===== src/rtl/core/x86enc_pkg.sv =====
// ----------------------------------------------------------------------------
// x86enc_pkg
// Shared types and encoding constants for the x86 ModRM/SIB operand encoder.
// ----------------------------------------------------------------------------
package x86enc_pkg;

  localparam logic [7:0] EscapeByte = 8'h0F;

  localparam logic [2:0] RegEsp = 3'd4;
  localparam logic [2:0] RegEbp = 3'd5;

  // ModRM mod field codes
  localparam logic [1:0] ModNoDisp = 2'b00;
  localparam logic [1:0] ModDisp8  = 2'b01;
  localparam logic [1:0] ModDisp32 = 2'b10;
  localparam logic [1:0] ModReg    = 2'b11;

  // rm / SIB special register codes
  localparam logic [2:0] RmSib      = 3'd4;
  localparam logic [2:0] RmDisp32   = 3'd5;
  localparam logic [2:0] SibNoIndex = 3'd4;
  localparam logic [2:0] SibNoBase  = 3'd5;

  localparam int unsigned QueueDepth = 2;

  // Classified instruction: every byte already formed, plus presence flags.
  typedef struct packed {
    logic        has_prefix;
    logic [7:0]  prefix;
    logic        has_escape;
    logic [7:0]  opcode;
    logic [7:0]  modrm;
    logic        has_sib;
    logic [7:0]  sib;
    logic        has_disp;
    logic        disp_long;
    logic [31:0] disp;
  } desc_t;

  typedef enum logic [5:0] {
    PH_PREFIX = 6'b000001,
    PH_ESCAPE = 6'b000010,
    PH_OPCODE = 6'b000100,
    PH_MODRM  = 6'b001000,
    PH_SIB    = 6'b010000,
    PH_DISP   = 6'b100000
  } phase_e;

endpackage


===== src/rtl/core/x86enc_req_if.sv =====
// ----------------------------------------------------------------------------
// x86enc_req_if
// Instruction request channel: valid/ready handshake with request fields.
// ----------------------------------------------------------------------------
interface x86enc_req_if;
  logic               valid;
  logic               ready;
  logic               action;
  logic [7:0]         prefix_byte;
  logic               has_escape;
  logic [7:0]         opcode;
  logic [2:0]         reg_field;
  logic [2:0]         rm_register;
  logic               has_base;
  logic [2:0]         base_reg;
  logic               has_index;
  logic [2:0]         index_reg;
  logic [1:0]         scale_log2;
  logic signed [31:0] displacement;

  modport source (
    output valid, action, prefix_byte, has_escape, opcode, reg_field, rm_register,
           has_base, base_reg, has_index, index_reg, scale_log2, displacement,
    input  ready
  );

  modport sink (
    input  valid, action, prefix_byte, has_escape, opcode, reg_field, rm_register,
           has_base, base_reg, has_index, index_reg, scale_log2, displacement,
    output ready
  );
endinterface


===== src/rtl/core/x86enc_code_if.sv =====
// ----------------------------------------------------------------------------
// x86enc_code_if
// Code byte channel: valid/ready handshake with one byte and a last flag.
// ----------------------------------------------------------------------------
interface x86enc_code_if;
  logic       valid;
  logic       ready;
  logic [7:0] code_byte;
  logic       last;

  modport source (
    output valid, code_byte, last,
    input  ready
  );

  modport sink (
    input  valid, code_byte, last,
    output ready
  );
endinterface


===== src/rtl/core/x86enc_front.sv =====
// ----------------------------------------------------------------------------
// x86enc_front
// Accept requests and classify them into fully formed instruction bytes.
// ----------------------------------------------------------------------------
module x86enc_front (
  x86enc_req_if.sink          req_i,
  input  logic                full_i,
  output logic                push_o,
  output x86enc_pkg::desc_t   desc_o
);
  import x86enc_pkg::*;

  logic [31:0] disp;
  logic        zero;
  logic        fits8;
  logic        use_sib;
  logic        base_esp;
  logic        base_ebp;
  logic [1:0]  mod;
  logic [2:0]  rm;

  assign req_i.ready = ~full_i;
  assign push_o      = req_i.valid & ~full_i;

  assign disp     = req_i.displacement;
  assign zero     = (disp == 32'd0);
  assign fits8    = (&disp[31:7]) | ~(|disp[31:7]);
  assign base_esp = req_i.has_base & (req_i.base_reg == RegEsp);
  assign base_ebp = req_i.has_base & (req_i.base_reg == RegEbp);
  assign use_sib  = req_i.has_index | base_esp | (base_ebp & zero);

  always_comb begin
    desc_o            = '0;
    desc_o.has_prefix = (req_i.prefix_byte != 8'd0);
    desc_o.prefix     = req_i.prefix_byte;
    desc_o.has_escape = req_i.has_escape;
    desc_o.opcode     = req_i.opcode;
    desc_o.disp       = disp;
    mod               = ModNoDisp;
    rm                = req_i.base_reg;

    if (!req_i.action) begin
      mod = ModReg;
      rm  = req_i.rm_register;
    end else begin
      if (use_sib) begin
        rm             = RmSib;
        desc_o.has_sib = 1'b1;
        desc_o.sib[7:3] = req_i.has_index ? {req_i.scale_log2, req_i.index_reg}
                                          : {2'b00, SibNoIndex};
        desc_o.sib[2:0] = req_i.has_base ? req_i.base_reg : SibNoBase;
      end else if (!req_i.has_base) begin
        rm = RmDisp32;
      end

      // displacement size: no base always forces a disp32 with mod 0
      priority if (!req_i.has_base) begin
        mod              = ModNoDisp;
        desc_o.has_disp  = 1'b1;
        desc_o.disp_long = 1'b1;
      end else if (zero) begin
        if (base_ebp) begin
          mod             = ModDisp8;
          desc_o.has_disp = 1'b1;
        end
      end else if (fits8) begin
        mod             = ModDisp8;
        desc_o.has_disp = 1'b1;
      end else begin
        mod              = ModDisp32;
        desc_o.has_disp  = 1'b1;
        desc_o.disp_long = 1'b1;
      end
    end

    desc_o.modrm = {mod, req_i.reg_field, rm};
  end

endmodule


===== src/rtl/core/x86enc_queue.sv =====
// ----------------------------------------------------------------------------
// x86enc_queue
// Short descriptor queue between classification and byte emission.
// ----------------------------------------------------------------------------
module x86enc_queue (
  input  logic              clk_i,
  input  logic              rst_ni,
  input  logic              push_i,
  input  x86enc_pkg::desc_t desc_i,
  input  logic              pop_i,
  output logic              full_o,
  output logic              valid_o,
  output x86enc_pkg::desc_t desc_o
);
  import x86enc_pkg::*;

  localparam int unsigned PtrW = (QueueDepth > 1) ? $clog2(QueueDepth) : 1;
  localparam int unsigned CntW = $clog2(QueueDepth + 1);

  desc_t            mem_q [QueueDepth];
  logic [PtrW-1:0]  wr_ptr_q, wr_ptr_d;
  logic [PtrW-1:0]  rd_ptr_q, rd_ptr_d;
  logic [CntW-1:0]  count_q, count_d;

  assign full_o  = (count_q == CntW'(QueueDepth));
  assign valid_o = (count_q != '0);
  assign desc_o  = mem_q[rd_ptr_q];

  function automatic logic [PtrW-1:0] ptr_inc(input logic [PtrW-1:0] p);
    if (p == PtrW'(QueueDepth - 1)) return '0;
    return p + PtrW'(1);
  endfunction

  always_comb begin
    wr_ptr_d = push_i ? ptr_inc(wr_ptr_q) : wr_ptr_q;
    rd_ptr_d = pop_i  ? ptr_inc(rd_ptr_q) : rd_ptr_q;
    count_d  = count_q + CntW'(push_i) - CntW'(pop_i);
  end

  always_ff @(posedge clk_i) begin
    if (push_i) begin
      mem_q[wr_ptr_q] <= desc_i;
    end
  end

  always_ff @(posedge clk_i or negedge rst_ni) begin
    if (!rst_ni) begin
      wr_ptr_q <= '0;
      rd_ptr_q <= '0;
      count_q  <= '0;
    end else begin
      wr_ptr_q <= wr_ptr_d;
      rd_ptr_q <= rd_ptr_d;
      count_q  <= count_d;
    end
  end

endmodule


===== src/rtl/core/x86enc_back.sv =====
// ----------------------------------------------------------------------------
// x86enc_back
// Walk the head descriptor one byte per transfer into a registered output.
// ----------------------------------------------------------------------------
module x86enc_back (
  input  logic              clk_i,
  input  logic              rst_ni,
  input  logic              valid_i,
  input  x86enc_pkg::desc_t desc_i,
  output logic              pop_o,
  x86enc_code_if.source     code_o
);
  import x86enc_pkg::*;

  phase_e      phase_q, phase_d, cur_phase, nxt_phase, start_phase;
  logic        fresh_q, fresh_d;
  logic [1:0]  dcnt_q, dcnt_d;
  logic        load;
  logic        is_last;
  logic [7:0]  byte_sel;
  logic        out_valid_q, out_valid_d;
  logic [7:0]  out_byte_q;
  logic        out_last_q;

  always_comb begin
    priority if (desc_i.has_prefix) begin
      start_phase = PH_PREFIX;
    end else if (desc_i.has_escape) begin
      start_phase = PH_ESCAPE;
    end else begin
      start_phase = PH_OPCODE;
    end
    cur_phase = fresh_q ? start_phase : phase_q;
  end

  always_comb begin
    byte_sel  = desc_i.opcode;
    is_last   = 1'b0;
    nxt_phase = PH_OPCODE;
    unique case (cur_phase)
      PH_PREFIX: begin
        byte_sel  = desc_i.prefix;
        nxt_phase = desc_i.has_escape ? PH_ESCAPE : PH_OPCODE;
      end
      PH_ESCAPE: begin
        byte_sel  = EscapeByte;
        nxt_phase = PH_OPCODE;
      end
      PH_OPCODE: begin
        byte_sel  = desc_i.opcode;
        nxt_phase = PH_MODRM;
      end
      PH_MODRM: begin
        byte_sel  = desc_i.modrm;
        is_last   = ~desc_i.has_sib & ~desc_i.has_disp;
        nxt_phase = desc_i.has_sib ? PH_SIB : PH_DISP;
      end
      PH_SIB: begin
        byte_sel  = desc_i.sib;
        is_last   = ~desc_i.has_disp;
        nxt_phase = PH_DISP;
      end
      PH_DISP: begin
        byte_sel  = desc_i.disp[{dcnt_q, 3'b000} +: 8];
        is_last   = desc_i.disp_long ? (dcnt_q == 2'd3) : 1'b1;
        nxt_phase = PH_DISP;
      end
      default: begin
        byte_sel  = desc_i.opcode;
        is_last   = 1'b1;
        nxt_phase = PH_OPCODE;
      end
    endcase
  end

  // load a byte whenever the output register is empty or being drained
  assign load  = valid_i & (~out_valid_q | code_o.ready);
  assign pop_o = load & is_last;

  always_comb begin
    phase_d     = phase_q;
    fresh_d     = fresh_q;
    dcnt_d      = dcnt_q;
    out_valid_d = out_valid_q & ~code_o.ready;
    if (load) begin
      out_valid_d = 1'b1;
      if (is_last) begin
        fresh_d = 1'b1;
        dcnt_d  = '0;
      end else begin
        fresh_d = 1'b0;
        phase_d = nxt_phase;
        dcnt_d  = (cur_phase == PH_DISP) ? dcnt_q + 2'd1 : 2'd0;
      end
    end
  end

  always_ff @(posedge clk_i) begin
    if (load) begin
      out_byte_q <= byte_sel;
      out_last_q <= is_last;
    end
  end

  always_ff @(posedge clk_i or negedge rst_ni) begin
    if (!rst_ni) begin
      phase_q     <= PH_OPCODE;
      fresh_q     <= 1'b1;
      dcnt_q      <= '0;
      out_valid_q <= 1'b0;
    end else begin
      phase_q     <= phase_d;
      fresh_q     <= fresh_d;
      dcnt_q      <= dcnt_d;
      out_valid_q <= out_valid_d;
    end
  end

  assign code_o.valid     = out_valid_q;
  assign code_o.code_byte = out_byte_q;
  assign code_o.last      = out_last_q;

endmodule


===== src/rtl/core/x86_modrm_sib_operand_encoder.sv =====
// Datapath: a request's bytes pass through the descriptor queue and the output register.
// Throughput: one code byte per cycle while the receiver is ready; a request is 2 to 9
//   bytes long. The request side never waits on the output port while the two-entry
//   descriptor queue has room.
// Reset: asynchronous, active low; empties the queue and the output register.
// ----------------------------------------------------------------------------
// x86_modrm_sib_operand_encoder
// Encode one 32-bit x86 register or memory operand instruction into bytes.
// ----------------------------------------------------------------------------
module x86_modrm_sib_operand_encoder (
  input  logic          clk_i,
  input  logic          rst_ni,
  x86enc_req_if.sink    req_i,
  x86enc_code_if.source code_o
);
  import x86enc_pkg::*;

  // front side: classify and push
  logic  push;
  desc_t push_desc;
  logic  full;

  // back side: head of queue and pop
  logic  head_valid;
  desc_t head_desc;
  logic  pop;

  // Classify the request combinationally: prefix/escape flags, ModRM, optional
  // SIB and the displacement size all land in one descriptor per transfer.
  x86enc_front u_front (
    .req_i  (req_i),
    .full_i (full),
    .push_o (push),
    .desc_o (push_desc)
  );

  // Hold classified instructions so the request side keeps moving while the
  // back end drains a long instruction.
  x86enc_queue u_queue (
    .clk_i   (clk_i),
    .rst_ni  (rst_ni),
    .push_i  (push),
    .desc_i  (push_desc),
    .pop_i   (pop),
    .full_o  (full),
    .valid_o (head_valid),
    .desc_o  (head_desc)
  );

  // Emit the head instruction byte by byte; drop it from the queue on the
  // transfer into the output register of its last byte.
  x86enc_back u_back (
    .clk_i   (clk_i),
    .rst_ni  (rst_ni),
    .valid_i (head_valid),
    .desc_i  (head_desc),
    .pop_o   (pop),
    .code_o  (code_o)
  );

endmodule


===== src/flat_wrapper.sv =====
// flat-port wrapper written by rule: the top's interface ports become plain ports
module x86_modrm_sib_operand_encoder_flat import x86enc_pkg::*;
  (clk_i, rst_ni, req_i_valid, req_i_action, req_i_prefix_byte, req_i_has_escape, req_i_opcode, req_i_reg_field, req_i_rm_register, req_i_has_base, req_i_base_reg, req_i_has_index, req_i_index_reg, req_i_scale_log2, req_i_displacement, req_i_ready, code_o_valid, code_o_code_byte, code_o_last, code_o_ready);
  x86enc_req_if req_i_i ();
  x86enc_code_if code_o_i ();
  input  logic clk_i;
  input  logic rst_ni;
  input wire logic [$bits(req_i_i.valid)-1:0] req_i_valid;
  input wire logic [$bits(req_i_i.action)-1:0] req_i_action;
  input wire logic [$bits(req_i_i.prefix_byte)-1:0] req_i_prefix_byte;
  input wire logic [$bits(req_i_i.has_escape)-1:0] req_i_has_escape;
  input wire logic [$bits(req_i_i.opcode)-1:0] req_i_opcode;
  input wire logic [$bits(req_i_i.reg_field)-1:0] req_i_reg_field;
  input wire logic [$bits(req_i_i.rm_register)-1:0] req_i_rm_register;
  input wire logic [$bits(req_i_i.has_base)-1:0] req_i_has_base;
  input wire logic [$bits(req_i_i.base_reg)-1:0] req_i_base_reg;
  input wire logic [$bits(req_i_i.has_index)-1:0] req_i_has_index;
  input wire logic [$bits(req_i_i.index_reg)-1:0] req_i_index_reg;
  input wire logic [$bits(req_i_i.scale_log2)-1:0] req_i_scale_log2;
  input wire logic [$bits(req_i_i.displacement)-1:0] req_i_displacement;
  output wire logic [$bits(req_i_i.ready)-1:0] req_i_ready;
  output wire logic [$bits(code_o_i.valid)-1:0] code_o_valid;
  output wire logic [$bits(code_o_i.code_byte)-1:0] code_o_code_byte;
  output wire logic [$bits(code_o_i.last)-1:0] code_o_last;
  input wire logic [$bits(code_o_i.ready)-1:0] code_o_ready;
  assign req_i_i.valid = req_i_valid;
  assign req_i_i.action = req_i_action;
  assign req_i_i.prefix_byte = req_i_prefix_byte;
  assign req_i_i.has_escape = req_i_has_escape;
  assign req_i_i.opcode = req_i_opcode;
  assign req_i_i.reg_field = req_i_reg_field;
  assign req_i_i.rm_register = req_i_rm_register;
  assign req_i_i.has_base = req_i_has_base;
  assign req_i_i.base_reg = req_i_base_reg;
  assign req_i_i.has_index = req_i_has_index;
  assign req_i_i.index_reg = req_i_index_reg;
  assign req_i_i.scale_log2 = req_i_scale_log2;
  assign req_i_i.displacement = req_i_displacement;
  assign req_i_ready = req_i_i.ready;
  assign code_o_valid = code_o_i.valid;
  assign code_o_code_byte = code_o_i.code_byte;
  assign code_o_last = code_o_i.last;
  assign code_o_i.ready = code_o_ready;
  x86_modrm_sib_operand_encoder u_core (.clk_i(clk_i), .rst_ni(rst_ni), .req_i(req_i_i), .code_o(code_o_i));
endmodule

===== config.mk =====
export PLATFORM = sky130hd
export DESIGN_NAME = x86_modrm_sib_operand_encoder_flat
export DESIGN_NICKNAME = d
export VERILOG_FILES = /design/src/rtl/core/x86enc_pkg.sv /design/src/rtl/core/x86enc_req_if.sv /design/src/rtl/core/x86enc_code_if.sv /design/src/rtl/core/x86enc_front.sv /design/src/rtl/core/x86enc_queue.sv /design/src/rtl/core/x86enc_back.sv /design/src/rtl/core/x86_modrm_sib_operand_encoder.sv /design/src/flat_wrapper.sv
export SDC_FILE = /design/constraint.sdc
export NUM_CORES = 1
export LEC_CHECK = 0
export BUFFER_PORTS_ARGS = -buffer_cell sky130_fd_sc_hd__buf_2
export CAP_MARGIN = 20
export CORE_ASPECT_RATIO = 0.9
export CORE_UTILIZATION = 54
export CTS_CLUSTER_DIAMETER = 50
export DETAILED_ROUTE_END_ITERATION = 6
export PLACE_DENSITY_LB_ADDON = 0.05
export SETUP_SLACK_MARGIN = 0.02
export SYNTH_ARGS = -nofsm -noshare
export SYNTH_HDL_FRONTEND = slang
export SYNTH_SLANG_ARGS = --single-unit

===== constraint.sdc =====
create_clock -name clk_i -period 5 [get_ports clk_i]
set_clock_uncertainty 0.05 [all_clocks]
set_input_delay 1.25 -clock clk_i [delete_from_list [all_inputs] [get_ports clk_i]]
set_output_delay 1.25 -clock clk_i [all_outputs]
set_load 0.1 [all_outputs]

==> flow_metrics.env, run 1 <==
export IMPL_ys_types=51
export IMPL_grtUsageMet3_pct=5.35
export IMPL_flow_area_growth_from_synthesis_pct=16.8
export IMPL_hold_class="reg -> reg"
export IMPL_finalSetupTns_ns=0
export IMPL_power_per_cell_area_mw_per_mm2=603
export IMPL_period_needed_ns=3.17
export IMPL_top_level_ports=81
export IMPL_cell_internal_pwr_uw=3080
export IMPL_chipHeight_um=108
export IMPL_critPathCaptureType="flop"
export IMPL_maximum_clock_frequency_mhz=316
export IMPL_place_port_buffers=80
export IMPL_setup_violations=0
export IMPL_effective_utilization_at_floorplan_pct=55.5
export IMPL_fraction_of_power_consumed_by_the_clock_network_pct=25.7
export IMPL_drt_antenna_violating_nets=0
export IMPL_grt_first_pass_wirelength_mm=20.7
export IMPL_drt_drc_violations_left=0
export IMPL_fin_hold_ws_ns=0.445
export IMPL_power_leakage_uw=0.00290
export IMPL_grt_remaining_overflow=0
export IMPL_mostFrequentLayoutCells="sky130_fd_sc_hd__edfxtp_1 (147), sky130_fd_sc_hd__buf_2 (80), sky130_fd_sc_hd__mux2i_1 (37), sky130_fd_sc_hd__nor2_1 (34), sky130_fd_sc_hd__nand2_1 (26)"
export IMPL_worst_path_max_fanout=29
export IMPL_hold_fails_final_rpt=0
export IMPL_ys_warn_count=0
export IMPL_first_global_vias=3842
export IMPL_element_type_at_the_critical_path_start="flop"
export IMPL_sequentialPowerShare_pct=43.3
export IMPL_fillerInstances=900
export IMPL_groute_layer_met1_usage_pct=30.8
export IMPL_global_route_usage_met2_pct=35.2
export IMPL_worstMarginPinSlew_ns=1.07
export IMPL_post_cts_resize_count=0
export IMPL_antennaDiodeCount=0
export IMPL_cap_violations=0
export IMPL_post_dp_hpwl_mm=9.31
export IMPL_place_congestion=0.805
export IMPL_switching_share_of_power_pct=34.6
export IMPL_pin_count_of_the_biggest_net_entering_global_routing=36
export IMPL_layout_cells_most_common="sky130_fd_sc_hd__edfxtp_1"
export IMPL_seq_area_frac_synth_pct=70.7
export IMPL_postCtsHoldBufs=0
export IMPL_synth_net_count=485
export IMPL_cts_max_path_buffers=2
export IMPL_final_layout_size_suffix_gt1_share_pct=29.6
export IMPL_crit_required_ns=5.29
export IMPL_timing_critical_path_arrival_ns=3.46
export IMPL_number_of_enable_type_register_cells_in_the_synthesized_netlist=147
export IMPL_routed_wirelength_mm=13.4
export IMPL_detailedRoute_firstPassIterationCount=5
export IMPL_global_route_usage_total_pct=22.4
export IMPL_detailedRoute_firstIterationViolations=298
export IMPL_comb_power_share_pct=31.0
export IMPL_clock_tree_htree_level_count=4
export IMPL_clkSinkCount=160
export IMPL_rsz0062_at_grt="no"
export IMPL_syn_mean_instance_area_um2=16.3
export IMPL_grt_most_used_layer="met2"
export IMPL_slew_viol_final=0
export IMPL_post_drt_wl_per_cell_um=19.9
export IMPL_placement_rows=38
export IMPL_ir_worst_vdd_v=0.000245
export IMPL_synth_cells=412
export IMPL_final_nets=577
export IMPL_core_mm2=0.0121
export IMPL_cts_setup_buffers=0
export IMPL_max_slew_margin_rel_pct=28.8
export IMPL_clock_tree_from_tritoncts="yes"
export IMPL_min_period_over_period_pct=63.4
export IMPL_multiInputGateArea_mm2=0.00185
export IMPL_outcome="finished, final reports clean"
export IMPL_yosys_register_bits=160
export IMPL_predominant_post_synthesis_flop_cell="sky130_fd_sc_hd__edfxtp_1"
export IMPL_cts_root_buffer="sky130_fd_sc_hd__clkbuf_16"
export IMPL_layout_area_seq_mm2=0.00474
export IMPL_async_reset_ff_share_pct=8.13
export IMPL_design_die_area_mm2=0.0129
export IMPL_via_count=3850
export IMPL_syn_area_mm2=0.00670
export IMPL_cts_made_buffers=17
export IMPL_net_switching_power_uw=1630
export IMPL_critical_path_type="reg -> reg"
export IMPL_antenna_violations_before_repair=0
export IMPL_detail_route_vias_per_cell=5.71
export IMPL_clk_latency_ns=0.42
export IMPL_fp_dieW_um=119
export IMPL_clk_pin_slew_worst_paths_ns=0.06
==> power groups by stage <==
stage | registers [µW] | clock network, µW | logic, µW
2_1_floorplan | 2310 | 0 | 893
3_3_place_gp | 2060 | 0 | 1450
3_5_place_dp | 2070 | 0 | 1470
4_1_cts | 2050 | 1230 | 1480
5_1_grt | 2070 | 1280 | 1570
6_report | 2040 | 1210 | 1460
==> path summary, 6_finish.rpt <==
check                                      startpoint                    endpoint  slack [ns]  cells past startpoint
min                        u_core.u_back.code_o.valid  u_core.u_back.code_o.valid        0.45                      2
max reg2reg                   u_core.u_queue.rd_ptr_q   u_core.u_queue.count_q[1]        1.83                     11
min reg2reg                u_core.u_back.code_o.valid  u_core.u_back.code_o.valid        0.45                      2
min in group asynchronous                      rst_ni     u_core.u_queue.rd_ptr_q        0.66                      1
max                           u_core.u_queue.rd_ptr_q   u_core.u_queue.count_q[1]        1.83                     11
max in group asynchronous                      rst_ni    u_core.u_back.phase_q[2]        3.95                      1
==> critical path: stages (launching register included) <==
cell                       delay (ns)
sky130_fd_sc_hd__dfrtp_2         0.70
sky130_fd_sc_hd__buf_4           0.37
sky130_fd_sc_hd__buf_4           0.49
sky130_fd_sc_hd__nor2b_1         0.14
sky130_fd_sc_hd__a221oi_4        0.32
sky130_fd_sc_hd__a211oi_1        0.15
sky130_fd_sc_hd__nor2_1          0.15
sky130_fd_sc_hd__ha_1            0.24
sky130_fd_sc_hd__inv_1           0.06
sky130_fd_sc_hd__ha_1            0.15
sky130_fd_sc_hd__xnor2_1         0.13
sky130_fd_sc_hd__xnor2_1         0.13
==> final cells by class <==
cell class | count | share of cell area, %
Clock buffer | 17 | 5.43
Clock inverter | 12 | 1.55
Inverter | 9 | 0.432
Multi-Input combinational cell | 229 | 23.7
Sequential cell | 160 | 60.6
Tap cell | 160 | 2.56
Timing Repair Buffer | 87 | 5.79
==> registers in the layout, summed over array words and instances, names as in the netlist <==
signal	count
u_core.u_back.code_o.last	1
u_core.u_back.code_o.valid	1
u_core.u_queue.wr_ptr_q	1
u_core.u_back.dcnt_q	2
u_core.u_back.fresh_q	1
u_core.u_back.code_o.code_byte	8
u_core.u_queue.count_q	2
u_core.u_queue.mem_q	138
u_core.u_back.phase_q	5
u_core.u_queue.rd_ptr_q	1
==> cell usage after synthesis, types with 7 or more instances <==
master,number,area share (%)
sky130_fd_sc_hd__nand4_1,7,0.65
sky130_fd_sc_hd__o22ai_1,9,0.84
sky130_fd_sc_hd__inv_1,9,0.50
sky130_fd_sc_hd__edfxtp_1,147,66
sky130_fd_sc_hd__nor4_1,13,1.2
sky130_fd_sc_hd__nand2_1,26,1.5
sky130_fd_sc_hd__nor3_1,8,0.60
sky130_fd_sc_hd__nor2_1,35,2.0
sky130_fd_sc_hd__mux2_2,9,1.5
sky130_fd_sc_hd__mux2i_1,37,5.5
sky130_fd_sc_hd__mux4_2,16,5.4
sky130_fd_sc_hd__dfrtp_1,11,4.1
==> metal layers <==
metal	part of all wire (%)	routed length [µm]
met1	46	6180
met2	49	6510
met3	4.6	619
met4	0.61	82
met5	0	0
==> metrics by stage <==
stage          std cells  total power (µW)  instance area, µm²  setup slack, ns  util (%)
2_1_floorplan        412              3200                6700           0.0971         -
3_3_place_gp         645              3510                7280             1.85      60.3
3_5_place_dp         645              3550                7280             1.80      60.3
4_1_cts              674              4760                7830             1.79      64.8
5_1_grt              674              4920                7830             1.56      64.8
6_report             674              4720                7830             1.83      64.8
==> logic make-up after synthesis <==
group / share of synthesized area [%]
AO/OA/AOI/OAI: 4.91
XOR/XNOR: 0.392
adder cells (fa/ha/maj): 0.560
buffers and inverters: 1.77
flip-flops: 70.7
multiplexers: 12.9
AND/OR/NAND/NOR: 8.72
No activity file was read; power rests on OpenSTA's default activity.
==> run 2, diff against run 1 <==
Clock period 5 ns to 3.06 ns, I/O delays scaled along.
==> run 2 against run 1 <==
Sequential power rose by 62%. Sequential share of layout area fell by 0.39 points. Worst setup slack got worse by 1.4 ns. Die area unchanged. Sequential cell count did not move. Hold slack worse by 0.26 ns. Non-clock buffer count increased by 5.
==> flow_metrics.env, run 2 (synthesized netlist as in run 1, its figures left out) <==
export IMPL_sequentialPowerShare_pct=42.7
export IMPL_crit_required_ns=3.35
export IMPL_final_nets=582
export IMPL_place_port_buffers=80
export IMPL_net_switching_power_uw=2730
export IMPL_cell_internal_pwr_uw=5020
export IMPL_placed_cells_incl_taps=650
export IMPL_placement_rows=38
export IMPL_worst_path_max_fanout=17
export IMPL_worstMarginPinSlew_ns=0.731
export IMPL_detailedRoute_firstPassIterationCount=5
export IMPL_setup_violations=0
export IMPL_global_route_usage_met2_pct=37.0
export IMPL_critPathCaptureType="flop"
export IMPL_cts_setup_buffers=0
export IMPL_timing_critical_path_slowest_cell_delay_ns=0.57
export IMPL_timing_critical_path_arrival_ns=2.95
export IMPL_comb_power_share_pct=32.0
export IMPL_effective_utilization_at_floorplan_pct=55.5
export IMPL_clkSinkCount=160
export IMPL_hold_class="in -> async"
export IMPL_grtUsageMet3_pct=6.46
export IMPL_slew_viol_final=0
export IMPL_antenna_violations_before_repair=0
export IMPL_via_count=3952
export IMPL_worstPathCellList="buf_4 > a21o_1 > a32oi_1 > a211oi_1 > nor2_1 > ha_1 > inv_1 > ha_1 > xnor2_1 > xnor2_1"
export IMPL_power_leakage_uw=0.00293
export IMPL_pin_count_of_the_biggest_net_entering_global_routing=70
export IMPL_grt_first_pass_wirelength_mm=21.4
export IMPL_layout_core_utilization_pct=65.3
export IMPL_rsz0062_at_grt="no"
export IMPL_register_with_the_most_flip_flops="u_core.u_queue.mem_q"
export IMPL_grt_most_used_layer="met2"
export IMPL_finalSetupTns_ns=0
export IMPL_cts_made_buffers=17
export IMPL_clock_tree_htree_level_count=4
export IMPL_first_global_vias=3985
export IMPL_power_per_cell_area_mw_per_mm2=984
export IMPL_clock_tree_from_tritoncts="yes"
export IMPL_fp_dieW_um=119
export IMPL_drt_drc_violations_left=0
export IMPL_cts_max_path_buffers=2
export IMPL_period_needed_ns=2.67
export IMPL_chipHeight_um=108
export IMPL_postCtsHoldBufs=0
export IMPL_fraction_of_power_consumed_by_the_clock_network_pct=25.3
export IMPL_drt_antenna_violating_nets=0
export IMPL_mostFrequentLayoutCells="sky130_fd_sc_hd__edfxtp_1 (147), sky130_fd_sc_hd__buf_2 (80), sky130_fd_sc_hd__mux2i_1 (37), sky130_fd_sc_hd__nor2_1 (34), sky130_fd_sc_hd__nand2_1 (26)"
export IMPL_cts_root_buffer="sky130_fd_sc_hd__clkbuf_16"
export IMPL_detail_route_vias_per_cell=5.79
export IMPL_antennaDiodeCount=0
export IMPL_element_type_at_the_critical_path_start="flop"
export IMPL_largest_register_ffs=138
export IMPL_switching_share_of_power_pct=35.3
export IMPL_cap_violations=0
export IMPL_place_congestion=0.827
export IMPL_clk_latency_ns=0.42
export IMPL_ir_worst_vdd_v=0.000442
export IMPL_fillerInstances=872
export IMPL_post_cts_resize_count=0
export IMPL_max_slew_margin_rel_pct=51.3
export IMPL_routed_wirelength_mm=13.9
export IMPL_post_dp_hpwl_mm=9.36
export IMPL_final_cell_count_no_fill=682
export IMPL_top_level_ports=81
export IMPL_crit_path_top_delay_cell="sky130_fd_sc_hd__dfrtp_2"
export IMPL_clk_pin_slew_worst_paths_ns=0.06
export IMPL_detailedRoute_firstIterationViolations=325
export IMPL_post_drt_wl_per_cell_um=20.3
export IMPL_min_period_over_period_pct=87.2
export IMPL_global_route_usage_total_pct=23.1
export IMPL_groute_layer_met1_usage_pct=30.7
export IMPL_design_die_area_mm2=0.0129
export IMPL_critical_path_type="reg -> reg"
export IMPL_power_total_uw=7750
export IMPL_core_mm2=0.0121
export IMPL_layout_cells_most_common="sky130_fd_sc_hd__edfxtp_1"
export IMPL_flow_area_growth_from_synthesis_pct=17.5
export IMPL_outcome="finished, final reports clean"
export IMPL_maximum_clock_frequency_mhz=375
export IMPL_final_layout_size_suffix_gt1_share_pct=30.8
export IMPL_grt_remaining_overflow=0
export IMPL_hold_fails_final_rpt=0
[run 2: changes by cell type in the layout (fill, tap and decap cells not counted), moves of 2 or more]
cell	change
sky130_fd_sc_hd__buf_4	+4
sky130_fd_sc_hd__clkinv_2	+3
sky130_fd_sc_hd__clkinv_1	-3
sky130_fd_sc_hd__clkbuf_1	+2
[run 2: worst paths after layout]
kind                       cells past startpoint                       start                         end  slack, ns
hold / removal                                 1                      rst_ni   u_core.u_queue.count_q[1]       0.19
setup reg to reg                              10     u_core.u_queue.rd_ptr_q   u_core.u_queue.count_q[1]       0.39
max in group asynchronous                      1                      rst_ni       u_core.u_back.fresh_q       2.48
hold reg to reg                                2  u_core.u_back.code_o.valid  u_core.u_back.code_o.valid       0.45
setup / recovery                              10     u_core.u_queue.rd_ptr_q   u_core.u_queue.count_q[1]       0.39
min in group clk_i                             2  u_core.u_back.code_o.valid  u_core.u_back.code_o.valid       0.45
[run 2: cell type report]
class,instances,area [µm²],share of cell area (%)
well taps,160,200,2.54
inverters,9,33.8,0.429
flip-flops and latches,160,4740,60.2
repair buffers,92,503,6.38
clock buffers,19,433,5.49
multi-input cells,229,1850,23.5
clock inverters,13,115,1.46
[run 2: layer usage]
layer,part of all wire (%),vias up
met5,0,-
met4,1.3,0
met3,6.0,17
met2,48,153
met1,45,1952
li1,-,1830
[run 2: per-stage QoR]
step | hold WS [ns] | area (µm²) | setup WS, ns
after global placement | 0.425 | 7330 | 0.501
after global routing | 0.181 | 7880 | 0.193
after floorplan | 0.419 | 6710 | 0.0437
after detailed placement | 0.434 | 7330 | 0.401
after CTS | 0.178 | 7880 | 0.388
final | 0.186 | 7880 | 0.392
[run 2: power groups by stage]
stage          registers, µW  clock network (µW)  logic, µW
6_report                3310                1960       2480
2_1_floorplan           3750                   0       1470
3_3_place_gp            3330                   0       2460
4_1_cts                 3310                1990       2500
5_1_grt                 3360                2060       2640
3_5_place_dp            3350                   0       2490
[run 2: critical path, delay by kind of cell, from the launching register on]
family / cells / cell delay, ns
adder cells (fa/ha/maj): 2 / 0.49
AO/OA/AOI/OAI: 3 / 0.67
buffers and inverters: 2 / 0.40
AND/OR/NAND/NOR: 1 / 0.08
XOR/XNOR: 2 / 0.31
flip-flops: 1 / 0.57
